--- src/hdl/ptb_pkg.sv ---
// Shared types, field codes and constants for the periodic timer bank.
// Depends on nothing; every module of the block imports it.
`default_nettype none

package ptb_pkg;

    // Field widths fixed by the item formats.
    localparam int SLOT_W      = 4;
    localparam int KIND_W      = 2;
    localparam int STATUS_W    = 2;
    localparam int TIME_W      = 32;
    localparam int COOKIE_W    = 32;
    localparam int TICK_W      = 10;

    // Slot count defaults; the slot fields limit the active slots to sixteen.
    localparam int NUM_TIMERS_DEF = 16;
    localparam int MAX_ACTIVE     = 16;

    // Reset value of the tick period register.
    localparam logic [TICK_W-1:0] TICK_PERIOD_RST = TICK_W'(1);

    // Input item kinds.
    localparam logic [KIND_W-1:0] KIND_TICK   = 2'd0;
    localparam logic [KIND_W-1:0] KIND_POLL   = 2'd1;
    localparam logic [KIND_W-1:0] KIND_CREATE = 2'd2;
    localparam logic [KIND_W-1:0] KIND_FREE   = 2'd3;

    // Result kinds.
    localparam logic [KIND_W-1:0] REPLY_CREATE = 2'd0;
    localparam logic [KIND_W-1:0] REPLY_FREE   = 2'd1;
    localparam logic [KIND_W-1:0] REPLY_FIRED  = 2'd2;

    // Result status codes.
    localparam logic [STATUS_W-1:0] ST_OK          = 2'd0;
    localparam logic [STATUS_W-1:0] ST_INVALID     = 2'd1;
    localparam logic [STATUS_W-1:0] ST_FULL        = 2'd2;
    localparam logic [STATUS_W-1:0] ST_NOT_IN_USE  = 2'd3;

    // One input item.
    typedef struct packed {
        logic [KIND_W-1:0]   kind;
        logic [TIME_W-1:0]   interval;
        logic                handler_present;
        logic [COOKIE_W-1:0] cookie;
        logic [SLOT_W-1:0]   slot;
    } t_in_item;

    // One result item.
    typedef struct packed {
        logic [KIND_W-1:0]   reply_kind;
        logic [STATUS_W-1:0] status;
        logic [SLOT_W-1:0]   slot_index;
        logic [COOKIE_W-1:0] fired_cookie;
        logic                last;
    } t_out_item;

    // One entry of the slot memory.
    typedef struct packed {
        logic [TIME_W-1:0]   start;
        logic [TIME_W-1:0]   period;
        logic [COOKIE_W-1:0] cookie;
    } t_slot_entry;

    // A result handed from the sequencer to the output register.
    typedef struct packed {
        logic      valid;
        t_out_item item;
    } t_push;

    // Builds a result item from its fields.
    function automatic t_out_item make_out(
        input logic [KIND_W-1:0]   reply_kind,
        input logic [STATUS_W-1:0] status,
        input logic [SLOT_W-1:0]   slot_index,
        input logic [COOKIE_W-1:0] fired_cookie,
        input logic                last
    );
        t_out_item r;
        r.reply_kind   = reply_kind;
        r.status       = status;
        r.slot_index   = slot_index;
        r.fired_cookie = fired_cookie;
        r.last         = last;
        return r;
    endfunction

endpackage

`default_nettype wire

--- src/hdl/periodic_timer_bank_core.sv ---
// Top level of the periodic timer bank: tick period register, sequencer,
// slot memory and output register. Depends on ptb_pkg and the ptb_* modules.
//
//   Channel   Direction  Handshake                    Payload
//   cfg       in         i_cfg_valid / o_cfg_ready    i_cfg_data (tick period, ms)
//   in        in         i_in_valid  / o_in_ready     i_in  (t_in_item)
//   out       out        o_out_valid / i_out_ready    o_out (t_out_item)
//
// A tick is accepted and the next item can follow at once; a create or free
// passes through the flush state before the next item is accepted, and its reply then sits in the output register.
// A poll reads the slot memory once per active slot (at most 16) through its
// single registered read port, then flushes its final result.
// The scan holds on a slot while a second result waits for a full output register,
// and the flush holds until its result is taken. Reset is synchronous and active low; it clears the time counter
// and the slot-in-use flags, and the slot memory needs no clearing pass.
`default_nettype none

module periodic_timer_bank_core
    import ptb_pkg::*;
#(
    parameter int NUM_TIMERS = NUM_TIMERS_DEF
) (
    input  wire logic              i_clk,
    input  wire logic              i_rst_n,
    input  wire logic              i_cfg_valid,
    output logic                   o_cfg_ready,
    input  wire logic [TICK_W-1:0] i_cfg_data,
    input  wire logic              i_in_valid,
    output logic                   o_in_ready,
    input  wire t_in_item          i_in,
    output logic                   o_out_valid,
    input  wire logic              i_out_ready,
    output t_out_item              o_out
);

    localparam int ActiveSlots = (NUM_TIMERS < MAX_ACTIVE) ? NUM_TIMERS : MAX_ACTIVE;
    localparam int AddrW       = (ActiveSlots > 1) ? $clog2(ActiveSlots) : 1;

    logic [TICK_W-1:0] r_tick_period;
    logic              mem_we;
    logic [AddrW-1:0]  mem_waddr;
    t_slot_entry       mem_wdata;
    logic              mem_re;
    logic [AddrW-1:0]  mem_raddr;
    t_slot_entry       mem_rdata;
    t_push             push;
    logic              can_push;

    // Tick period register; every transfer on the configuration channel writes it.
    assign o_cfg_ready = 1'b1;

    always_ff @(posedge i_clk) begin
        if (!i_rst_n) begin
            r_tick_period <= TICK_PERIOD_RST;
        end else if (i_cfg_valid) begin
            r_tick_period <= i_cfg_data;
        end
    end

    // Sequencer.
    ptb_ctrl #(
        .ACTIVE_SLOTS (ActiveSlots),
        .ADDR_W       (AddrW)
    ) u_ctrl (
        .i_clk         (i_clk),
        .i_rst_n       (i_rst_n),
        .i_tick_period (r_tick_period),
        .i_in_valid    (i_in_valid),
        .o_in_ready    (o_in_ready),
        .i_in          (i_in),
        .o_mem_we      (mem_we),
        .o_mem_waddr   (mem_waddr),
        .o_mem_wdata   (mem_wdata),
        .o_mem_re      (mem_re),
        .o_mem_raddr   (mem_raddr),
        .i_mem_rdata   (mem_rdata),
        .o_push        (push),
        .i_can_push    (can_push)
    );

    // Slot memory.
    ptb_slot_mem #(
        .DEPTH  (ActiveSlots),
        .ADDR_W (AddrW)
    ) u_mem (
        .i_clk   (i_clk),
        .i_we    (mem_we),
        .i_waddr (mem_waddr),
        .i_wdata (mem_wdata),
        .i_re    (mem_re),
        .i_raddr (mem_raddr),
        .o_rdata (mem_rdata)
    );

    // Output register.
    ptb_out_stage u_out (
        .i_clk       (i_clk),
        .i_rst_n     (i_rst_n),
        .i_push      (push),
        .o_can_push  (can_push),
        .o_out_valid (o_out_valid),
        .i_out_ready (i_out_ready),
        .o_out       (o_out)
    );

endmodule

`default_nettype wire

--- src/hdl/ptb_slot_mem.sv ---
// Slot memory of the timer bank: start time, period and cookie of each slot.
// One write port and one registered read port; uses types from ptb_pkg.
`default_nettype none

module ptb_slot_mem
    import ptb_pkg::*;
#(
    parameter int DEPTH  = NUM_TIMERS_DEF,
    parameter int ADDR_W = SLOT_W
) (
    input  wire logic              i_clk,
    input  wire logic              i_we,
    input  wire logic [ADDR_W-1:0] i_waddr,
    input  wire t_slot_entry       i_wdata,
    input  wire logic              i_re,
    input  wire logic [ADDR_W-1:0] i_raddr,
    output t_slot_entry            o_rdata
);

    t_slot_entry r_mem [DEPTH];
    t_slot_entry r_rdata;

    // Write port; entries are undefined until a create writes them.
    always_ff @(posedge i_clk) begin
        if (i_we) begin
            r_mem[i_waddr] <= i_wdata;
        end
    end

    // Registered read port; the data holds while no read is issued.
    always_ff @(posedge i_clk) begin
        if (i_re) begin
            r_rdata <= r_mem[i_raddr];
        end
    end

    assign o_rdata = r_rdata;

endmodule

`default_nettype wire

--- src/hdl/ptb_out_stage.sv ---
// Output register of the timer bank, which parts the sequencer from the consumer.
// Uses the item and transfer types from ptb_pkg.
`default_nettype none

module ptb_out_stage
    import ptb_pkg::*;
(
    input  wire logic  i_clk,
    input  wire logic  i_rst_n,
    input  wire t_push i_push,
    output logic       o_can_push,
    output logic       o_out_valid,
    input  wire logic  i_out_ready,
    output t_out_item  o_out
);

    logic      r_valid;
    t_out_item r_item;

    // The register takes a new result when it is empty or is being emptied.
    assign o_can_push = !r_valid || i_out_ready;

    // Valid flag: set by a push, cleared by a completed transfer.
    always_ff @(posedge i_clk) begin
        if (!i_rst_n) begin
            r_valid <= 1'b0;
        end else if (i_push.valid) begin
            r_valid <= 1'b1;
        end else if (i_out_ready) begin
            r_valid <= 1'b0;
        end
    end

    // Payload is loaded only on a push, so it holds while the consumer stalls.
    always_ff @(posedge i_clk) begin
        if (i_push.valid) begin
            r_item <= i_push.item;
        end
    end

    assign o_out_valid = r_valid;
    assign o_out       = r_item;

endmodule

`default_nettype wire

--- src/hdl/ptb_ctrl.sv ---
// Sequencer of the timer bank: time counter, slot-in-use flags, item decoding
// and the poll scan over the slot memory. Uses types and codes from ptb_pkg.
`default_nettype none

module ptb_ctrl
    import ptb_pkg::*;
#(
    parameter int ACTIVE_SLOTS = MAX_ACTIVE,
    parameter int ADDR_W       = SLOT_W
) (
    input  wire logic              i_clk,
    input  wire logic              i_rst_n,
    input  wire logic [TICK_W-1:0] i_tick_period,
    input  wire logic              i_in_valid,
    output logic                   o_in_ready,
    input  wire t_in_item          i_in,
    output logic                   o_mem_we,
    output logic [ADDR_W-1:0]      o_mem_waddr,
    output t_slot_entry            o_mem_wdata,
    output logic                   o_mem_re,
    output logic [ADDR_W-1:0]      o_mem_raddr,
    input  wire t_slot_entry       i_mem_rdata,
    output t_push                  o_push,
    input  wire logic              i_can_push
);

    typedef enum logic [2:0] {
        S_IDLE  = 3'b001,
        S_SCAN  = 3'b010,
        S_FLUSH = 3'b100
    } t_state;

    t_state                   r_state, n_state;
    logic [TIME_W-1:0]        r_now, n_now;
    logic [ACTIVE_SLOTS-1:0]  r_used, n_used;
    logic [ADDR_W-1:0]        r_idx, n_idx;
    logic                     r_pend_valid, n_pend_valid;
    t_out_item                r_pend, n_pend;

    logic                     free_found;
    logic [ADDR_W-1:0]        free_idx;
    logic [TIME_W-1:0]        elapsed;
    logic                     fire;
    logic                     req_in_range;
    logic                     req_used;
    logic                     create_bad;
    logic                     last_slot;

    // Lowest-numbered free slot.
    always_comb begin
        free_found = 1'b0;
        free_idx   = '0;
        for (int i = ACTIVE_SLOTS - 1; i >= 0; i--) begin
            if (!r_used[i]) begin
                free_found = 1'b1;
                free_idx   = ADDR_W'(i);
            end
        end
    end

    // Expiry of the slot whose entry the memory is presenting.
    assign elapsed   = r_now - i_mem_rdata.start;
    assign fire      = r_used[r_idx] && (elapsed >= i_mem_rdata.period);
    assign last_slot = (r_idx == ADDR_W'(ACTIVE_SLOTS - 1));

    // Checks on create and free items.
    assign create_bad   = (i_in.interval == '0) || !i_in.handler_present;
    assign req_in_range = ({1'b0, i_in.slot} < (SLOT_W + 1)'(ACTIVE_SLOTS));
    assign req_used     = req_in_range && r_used[i_in.slot[ADDR_W-1:0]];

    assign o_in_ready = (r_state == S_IDLE);

    // Next-state logic. A fired result waits in the pending register until the
    // next one fires or the scan ends, so that the final one can be marked last.
    always_comb begin
        n_state      = r_state;
        n_now        = r_now;
        n_used       = r_used;
        n_idx        = r_idx;
        n_pend_valid = r_pend_valid;
        n_pend       = r_pend;
        o_mem_we     = 1'b0;
        o_mem_waddr  = r_idx;
        o_mem_wdata  = '{start: r_now, period: i_mem_rdata.period,
                         cookie: i_mem_rdata.cookie};
        o_mem_re     = 1'b0;
        o_mem_raddr  = r_idx + ADDR_W'(1);
        o_push.valid = 1'b0;
        o_push.item  = r_pend;

        case (r_state)
            S_IDLE: begin
                if (i_in_valid) begin
                    case (i_in.kind)
                        KIND_TICK: begin
                            n_now = r_now + TIME_W'(i_tick_period);
                        end
                        KIND_POLL: begin
                            o_mem_re    = 1'b1;
                            o_mem_raddr = '0;
                            n_idx       = '0;
                            n_state     = S_SCAN;
                        end
                        KIND_CREATE: begin
                            n_pend_valid = 1'b1;
                            n_state      = S_FLUSH;
                            if (create_bad) begin
                                n_pend = make_out(REPLY_CREATE, ST_INVALID, '0, '0, 1'b1);
                            end else if (free_found) begin
                                o_mem_we         = 1'b1;
                                o_mem_waddr      = free_idx;
                                o_mem_wdata      = '{start: r_now, period: i_in.interval,
                                                     cookie: i_in.cookie};
                                n_used[free_idx] = 1'b1;
                                n_pend = make_out(REPLY_CREATE, ST_OK, SLOT_W'(free_idx),
                                                  '0, 1'b1);
                            end else begin
                                n_pend = make_out(REPLY_CREATE, ST_FULL, '0, '0, 1'b1);
                            end
                        end
                        default: begin
                            n_pend_valid = 1'b1;
                            n_state      = S_FLUSH;
                            if (req_used) begin
                                n_used[i_in.slot[ADDR_W-1:0]] = 1'b0;
                                n_pend = make_out(REPLY_FREE, ST_OK, i_in.slot, '0, 1'b1);
                            end else begin
                                n_pend = make_out(REPLY_FREE, ST_NOT_IN_USE, i_in.slot,
                                                  '0, 1'b1);
                            end
                        end
                    endcase
                end
            end

            S_SCAN: begin
                // Hold the slot when a second result must leave but the
                // output register is still occupied.
                if (!(fire && r_pend_valid && !i_can_push)) begin
                    if (fire) begin
                        o_mem_we     = 1'b1;
                        o_push.valid = r_pend_valid;
                        n_pend_valid = 1'b1;
                        n_pend = make_out(REPLY_FIRED, ST_OK, SLOT_W'(r_idx),
                                          i_mem_rdata.cookie, 1'b0);
                    end
                    if (last_slot) begin
                        n_state = S_FLUSH;
                    end else begin
                        o_mem_re = 1'b1;
                        n_idx    = r_idx + ADDR_W'(1);
                    end
                end
            end

            S_FLUSH: begin
                // The pending result is the final one of its item.
                o_push.item.last = 1'b1;
                if (!r_pend_valid) begin
                    n_state = S_IDLE;
                end else if (i_can_push) begin
                    o_push.valid = 1'b1;
                    n_pend_valid = 1'b0;
                    n_state      = S_IDLE;
                end
            end

            default: begin
                n_state = S_IDLE;
            end
        endcase
    end

    // Control registers.
    always_ff @(posedge i_clk) begin
        if (!i_rst_n) begin
            r_state      <= S_IDLE;
            r_now        <= '0;
            r_used       <= '0;
            r_idx        <= '0;
            r_pend_valid <= 1'b0;
        end else begin
            r_state      <= n_state;
            r_now        <= n_now;
            r_used       <= n_used;
            r_idx        <= n_idx;
            r_pend_valid <= n_pend_valid;
        end
    end

    // Pending result payload.
    always_ff @(posedge i_clk) begin
        r_pend <= n_pend;
    end

endmodule

`default_nettype wire

--- config.mk ---
export PLATFORM = sky130hd
export DESIGN_NAME = periodic_timer_bank_core
export DESIGN_NICKNAME = d
export VERILOG_FILES = /design/src/hdl/ptb_pkg.sv /design/src/hdl/periodic_timer_bank_core.sv /design/src/hdl/ptb_slot_mem.sv /design/src/hdl/ptb_out_stage.sv /design/src/hdl/ptb_ctrl.sv
export SDC_FILE = /design/constraint.sdc
export NUM_CORES = 2
export LEC_CHECK = 0
export BUFFER_PORTS_ARGS = -buffer_cell sky130_fd_sc_hd__buf_4
export CORE_ASPECT_RATIO = 1.1
export CORE_MARGIN = 1
export CORE_UTILIZATION = 32
export CTS_CLUSTER_SIZE = 16
export DETAILED_ROUTE_END_ITERATION = 8
export GPL_ROUTABILITY_DRIVEN = 0
export PLACE_DENSITY = 0.45
export REMOVE_ABC_BUFFERS = 1
export SLEW_MARGIN = 25
export SYNTH_ARGS = -nofsm -noshare
export SYNTH_HDL_FRONTEND = slang
export SYNTH_HIERARCHICAL = 1
export SYNTH_SLANG_ARGS = --single-unit
export TNS_END_PERCENT = 10
--- constraint.sdc ---
create_clock -name i_clk -period 15.2 [get_ports i_clk]
set_input_delay 3.04 -clock i_clk [delete_from_list [all_inputs] [get_ports i_clk]]
set_output_delay 3.04 -clock i_clk [all_outputs]
set_load 0.02 [all_outputs]
# == Yosys cells after proc, flatten, opt, wreduce, memory -nomap -nowiden ==
# Memory sizes are Yosys's and may differ from the RTL's. A register that Yosys moved wholly into a read port is not among the register bits.
# Index checks and enable logic that the tools add are counted.
# word_totals
regBits,149
ramBits,1536
word_cells,176
output_inout_bits,44
input_bits,86
n_memories,1
# op_classes
n_addsub,3
bitwise,4
n_mux,105
order_cmp,6
reduce_logical,23
n_eq_ne,17
# memory_table
memory,depth,word_bits,rd,rd_ports_with_merged_regs,write_ports,line,rtl
u_mem.r_mem,16,96,1,1,1,ptb_slot_mem.sv:20,t_slot_entry r_mem [DEPTH];
# op_table
operator,count
$mux 64,5
$mux 41,4
$pmux 41 s2,2
$mux 4,28
$mux 39,2
$mux 16,3
$mux 1,44
$add 32x10->32,1
$ge 32x32->1,1
$logic_not 32->1,1
$pmux 16 s2,1
$sub 32x32->32,1
$reduce_and 5->1,4
$and 16x16->16,1
$not 16->16,1
$or 16x16->16,1
$lt 4x5->1 const B,3
$mux 3,5
$ne 2x2->1 const B,6
$pmux 3 s3,1
$bmux 1 s4,2
$demux 1 s4,2
$ge 4x1->1 const B,2
$ne 2x1->1 const B,4
other kinds (22),33

# == Longest topological paths before layout ==
# logic_depth
word_depth,24
depth_mapped,23
depth_no_buf,23

# == By module ==
# Netlist, hierarchy kept.
# modules_own_cells
module,cells_each,n_inst,area_per_inst_um2,seq_area_each_um2
ptb_slot_mem,2460,1,60316.6,49007.0
ptb_ctrl,1020,1,8787.2,2352.3
ptb_out_stage,45,1,1280.0,1251.2
periodic_timer_bank_core,33,1,382.9,200.2

# == Worst setup path before layout ==
# OpenSTA, ideal clock, no wires.
# synth_path
kind,input port to flip-flop
from,input port i_in[62] in the netlist's numbering
to,"memory u_mem/r_mem[0][0] in the netlist's numbering, enable pin"
stages,9
n_path_buf,1
required_time_ns,14.532
setup_ns,0.668
arrival_ns,11.603
setup_slack_ns,2.928
path_cell_list,nor4_1 > nand4_1 > o21ai_0 > nor2_1 > nand3_2 > buf_2 > o21ai_0 > or3b_2 > nor3_1
# synth_via
word_cells_on_any_way,12
cone_classes,10 x mux; 2 x reduce/logical
# synth_lines
item,line,rtl
from (decl),periodic_timer_bank_core.sv:30,"input wire t_in_item i_in,"
$logic_not 32->1,ptb_ctrl.sv:67,assign create_bad = (i_in.interval == '0) || !i_in.handler_present;
$logic_or 1x1->1,ptb_ctrl.sv:67,
$mux 4,ptb_ctrl.sv:107,if (create_bad) begin
$mux 4,ptb_ctrl.sv:94,case (i_in.kind)
$mux 4,ptb_ctrl.sv:93,if (i_in_valid) begin
$mux 4,ptb_ctrl.sv:91,case (r_state)
net mem_waddr[2],periodic_timer_bank_core.sv:41,logic [AddrW-1:0] mem_waddr;
to (decl),ptb_slot_mem.sv:20,
# The timed path passes the listed nets, and every way through them passes these cells.

# == Worst setup path after layout ==
# layout_path
from,input port i_in[62] in the netlist's numbering
to,"memory u_mem/r_mem[10][45] in the netlist's numbering, enable pin"
# The elaborated chain is that of the path after synthesis.

==> metrics.md <==
| Metric | Value |
|---|---|
| Worst Hold Endpoint | u_out/o_out[29]$_DFFE_PP_ |
| Finished Layout Cells | 6843 |
| First-pass GRT wire length | 270.9 mm |
| Peak VDD IR | about 0.11 mV |
| Share of layout cells above drive strength 1 | 0.2550 |
| Final Hold Fails | 0 |
| R2R depth | 22 |
| Post_cts resized | 0 |
| Most frequent cells in the layout | 1714 x edfxtp_1, 389 x mux4_2, 215 x buf_4, 193 x clkbuf_16, 193 x a22oi_1 |
| Number of synthesized flops with an enable pin | 1714 |
| Critical Path Source Type | input pin |
| Total wire length | 186.4 mm |
| Slew @ Worst Pin | between 1 and 1.5 ns |
| Overflow after GRT | 0 |
| # setup viols final | 0 |
| Critical path class | in -> reg |
| Worst-path fanout max | 46 |
| Inst Count DP | 6481 |
| Worst EP arrival | 9.13 ns |
| CTS tree | built |
| Vias | 34.77k |
| Wire per inst | 27.24 um |
| Largest net degree at the start of global routing | 104 |
| Worst skew pair latency | between 0.8 and 0.9 ns |
| Post-synth ARST share | 0 |
| Postcts setup bufs | 0 |
| Post-synthesis adder-cell area fraction | 0.01365 |
| DRT Pass-1 Iters | 5 |
| Syn_area_per_cell | ~20 sq um |
| PD cells | 126.0 nW/um^2 |
| CTS Sinks | 1781 |
| Most common cell after layout, fill and taps aside | edfxtp_1 |
| Worst R2R Setup Slack | 6.88 ns |
| Ys flop type | edfxtp_1 |
| FP Rows | 180 |
| Register area share after synthesis | 0.7463 |
| Final period util | 0.5720 |
| Synth Warn # | 6 |
| Worst clock skew | 0.02956 ns |
| Yosys reg bits | 1781 |
| Critical path's top delay family | simple AND/OR/NAND/NOR gates |
| Critical path's slowest cell | o21ai_1 |
| Gr usage total | 0.1672 |
| Compound-Gate Fraction of Synth Area | 0.04424 |
| Antenna violations before repair | 12 |
| Io pins | 130 |
| Synth Instances | 3558 |
| Number of remaining DRC errors | 0 |
| Min-Delay Path Class | reg -> reg |
| Achievable Freq | ~0.12 GHz |
| Die area | around 220000 sq um |
| CTS root buf | clkbuf_16 |
| Filler cell count | 20.03k |
| RSZ-0062 raised after global routing | false |
| Hold_sp | u_ctrl/o_push[29]$_SDFFCE_PN0P_ |
| Most common cell on crit path | buf_4 |
| CTS max path bufs | 3 |
| FF/Latch Area | 52810 sq um |
| Worst-path clk slew | 0.06 ns |
| Die Height | about 500 um |
| Routed vias/inst | 5.081 |
| Final hold slack | just over 0.4 ns |
| Worst hold path cell count | 0 |
| Number of global-route vias before repair | between 30k and 40k |
| Hpwl dp | 104.4 mm |
| # port buffers | 128 |
| CP max stage delay | 0.86 ns |
| CTS hold repair buffers | 0 |
| DRT iter0 DRCs | 2495 |
| Number of buffers and inverters on the critical path | 4 |
| Minimum clock period | 8.694 ns |
| Max-Cap Viols | 0 |
| Element type at the critical path end | flop |
| Antenna Violating Nets Remaining | 0 |
| XOR/XNOR Fraction of Synth Area | 0.004951 |
| Yosys top cell area share | 0.7273 |
| H-tree depth | 4 |
| R2r endpoint | u_mem/r_mem[8][18]$_DFFE_PP_ |
| Yosys cell types | 85 |
| Initial Util | 0.3229 |
| Simple-gate share of the synthesized area | 0.03099 |
| CTS Buf Count | 193 |
| Worst reg2reg startpoint | u_ctrl/r_now[6]$_SDFFE_PN0P_ |
| Area of the core | roughly 220000 sq um |
| Footprint of the multi-input gates | between 15000 and 20000 sq um |
| Layout area overhead | 14.90% |
| Largest family of logic cells by synthesized area | multiplexers |
| Final Max Tran Viols | 0 |
| Outcome | completed |
| CP Cell Sequence | buf_4 -> nor4_1 -> buf_4 -> nand4_1 -> o21ai_1 -> nor2_1 -> nand3_4 -> buf_4 -> nand2_1 -> o21ai_0 -> nand2b_1 -> nor2_4 -> buf_4 |
| Synth area leader | edfxtp_1 |
| Die W | 450.4 um |
| Final layout net count | 3928 |
| Mapped Area | just over 70000 sq um |
| Cells taking the most area after synthesis | edfxtp_1 73%, mux4_2 12%, a22oi_1 2.0% |
| Leakage power | 0.02622 uW |
| WP data required | 15.64 ns |
| Rel. slew slack | 0.3073 |
| Levels on crit path | 13 |
| Mux contribution to synthesized area | 0.1379 |
[cells by family after synthesis]
family                     Yosys count
xor gates and xnor gates            40
muxes                              474
and+or+nand+nor                    444
adders and majority gates           76
buffers and inverters              299
other                                1
AOI/OAI and AO/OA                  443
DFF                               1781
[power by group]
part           internal, uW  total [uW]  switching [uW]
sequential             5380        5400            16.9
combinational           128         313             184
clock                  2560        4530            1980
total                  8070       10200            2180
[through the flow]
step / setup slack (ns) / total power, uW / utilization / instance area, sq um / TNS, ns
after floorplan: -18.83 / 5798 / - / 69540 / -1807.49
after global placement: 5.454 / 5824 / 0.3428 / 75130 / 0
after detailed placement: 5.493 / 5825 / 0.3430 / 75160 / 0
after CTS: 6.373 / 10390 / 0.3708 / 81250 / 0
after global routing: 6.196 / 10590 / 0.3710 / 81310 / 0
final: 6.506 / 10240 / 0.3710 / 81310 / 0
[worst max path at each step]
| stage | startpoint | to |
|---|---|---|
| CTS | i_in[62] | u_mem/r_mem[14][46]$_DFFE_PP_ |
| global route | i_in[61] | u_mem/r_mem[10][52]$_DFFE_PP_ |
| global placement | i_in[62] | u_mem/r_mem[15][66]$_DFFE_PP_ |
| floorplan | i_in[70] | u_mem/o_rdata[0]$_DFFE_PP_ |
| finish | i_in[62] | u_mem/r_mem[10][45]$_DFFE_PP_ |
| detailed placement | i_in[62] | u_mem/r_mem[14][43]$_DFFE_PP_ |
[synth_stat cells, types with 10 or more instances]
cell / number
edfxtp_1: 1714
nand4_1: 19
xnor2_1: 26
a21oi_1: 69
nand3_1: 28
a22oi_1: 193
xor2_1: 14
inv_1: 85
mux2_2: 65
o21ai_0: 41
mux2i_1: 16
nor2_1: 59
nor2b_1: 25
buf_1: 33
a21o_1: 37
buf_2: 21
o21a_1: 12
clkbuf_1: 74
buf_4: 60
dfxtp_1: 67
a211oi_1: 10
nand2_1: 176
nor3_1: 19
and3_1: 16
and2_1: 39
nor4_1: 11
mux4_2: 389
nand2b_1: 19
buf_6: 24
ha_1: 74
[final cells by class]
type                    count  share of cell area
flip-flops and latches   1781              0.6495
multi-input cells        1478              0.2044
clock buffers             239             0.06214
well taps                2912             0.04481
repair buffers            225             0.02239
clock inverters           120             0.01271
inverters                  87            0.004016
diodes                      1          0.00003078
[sequential cells by signal, summed over array words and instances (netlist names)]
name	flops
u_mem/r_mem	1536
u_mem/o_rdata	96
u_out/o_out	41
u_ctrl/o_push	40
u_ctrl/r_now	32
u_ctrl/r_used	16
r_tick_period	10
u_ctrl/r_idx	4
u_ctrl/r_state	3
u_ctrl/r_pend	1
u_ctrl/r_pend_valid	1
u_out/o_out_valid	1
[per-layer routing]
| metal | global-route usage | part of all wire | up-vias |
|---|---|---|---|
| li1 | - | - | 15062 |
| met5 | 0 | 0.00018 | - |
| met3 | 0.02544 | 0.043 | 215 |
| met1 | 0.2310 | 0.45 | 18706 |
| met4 | 0.03620 | 0.016 | 4 |
| met2 | 0.2784 | 0.49 | 783 |
Power figures use the tool's default switching activity.
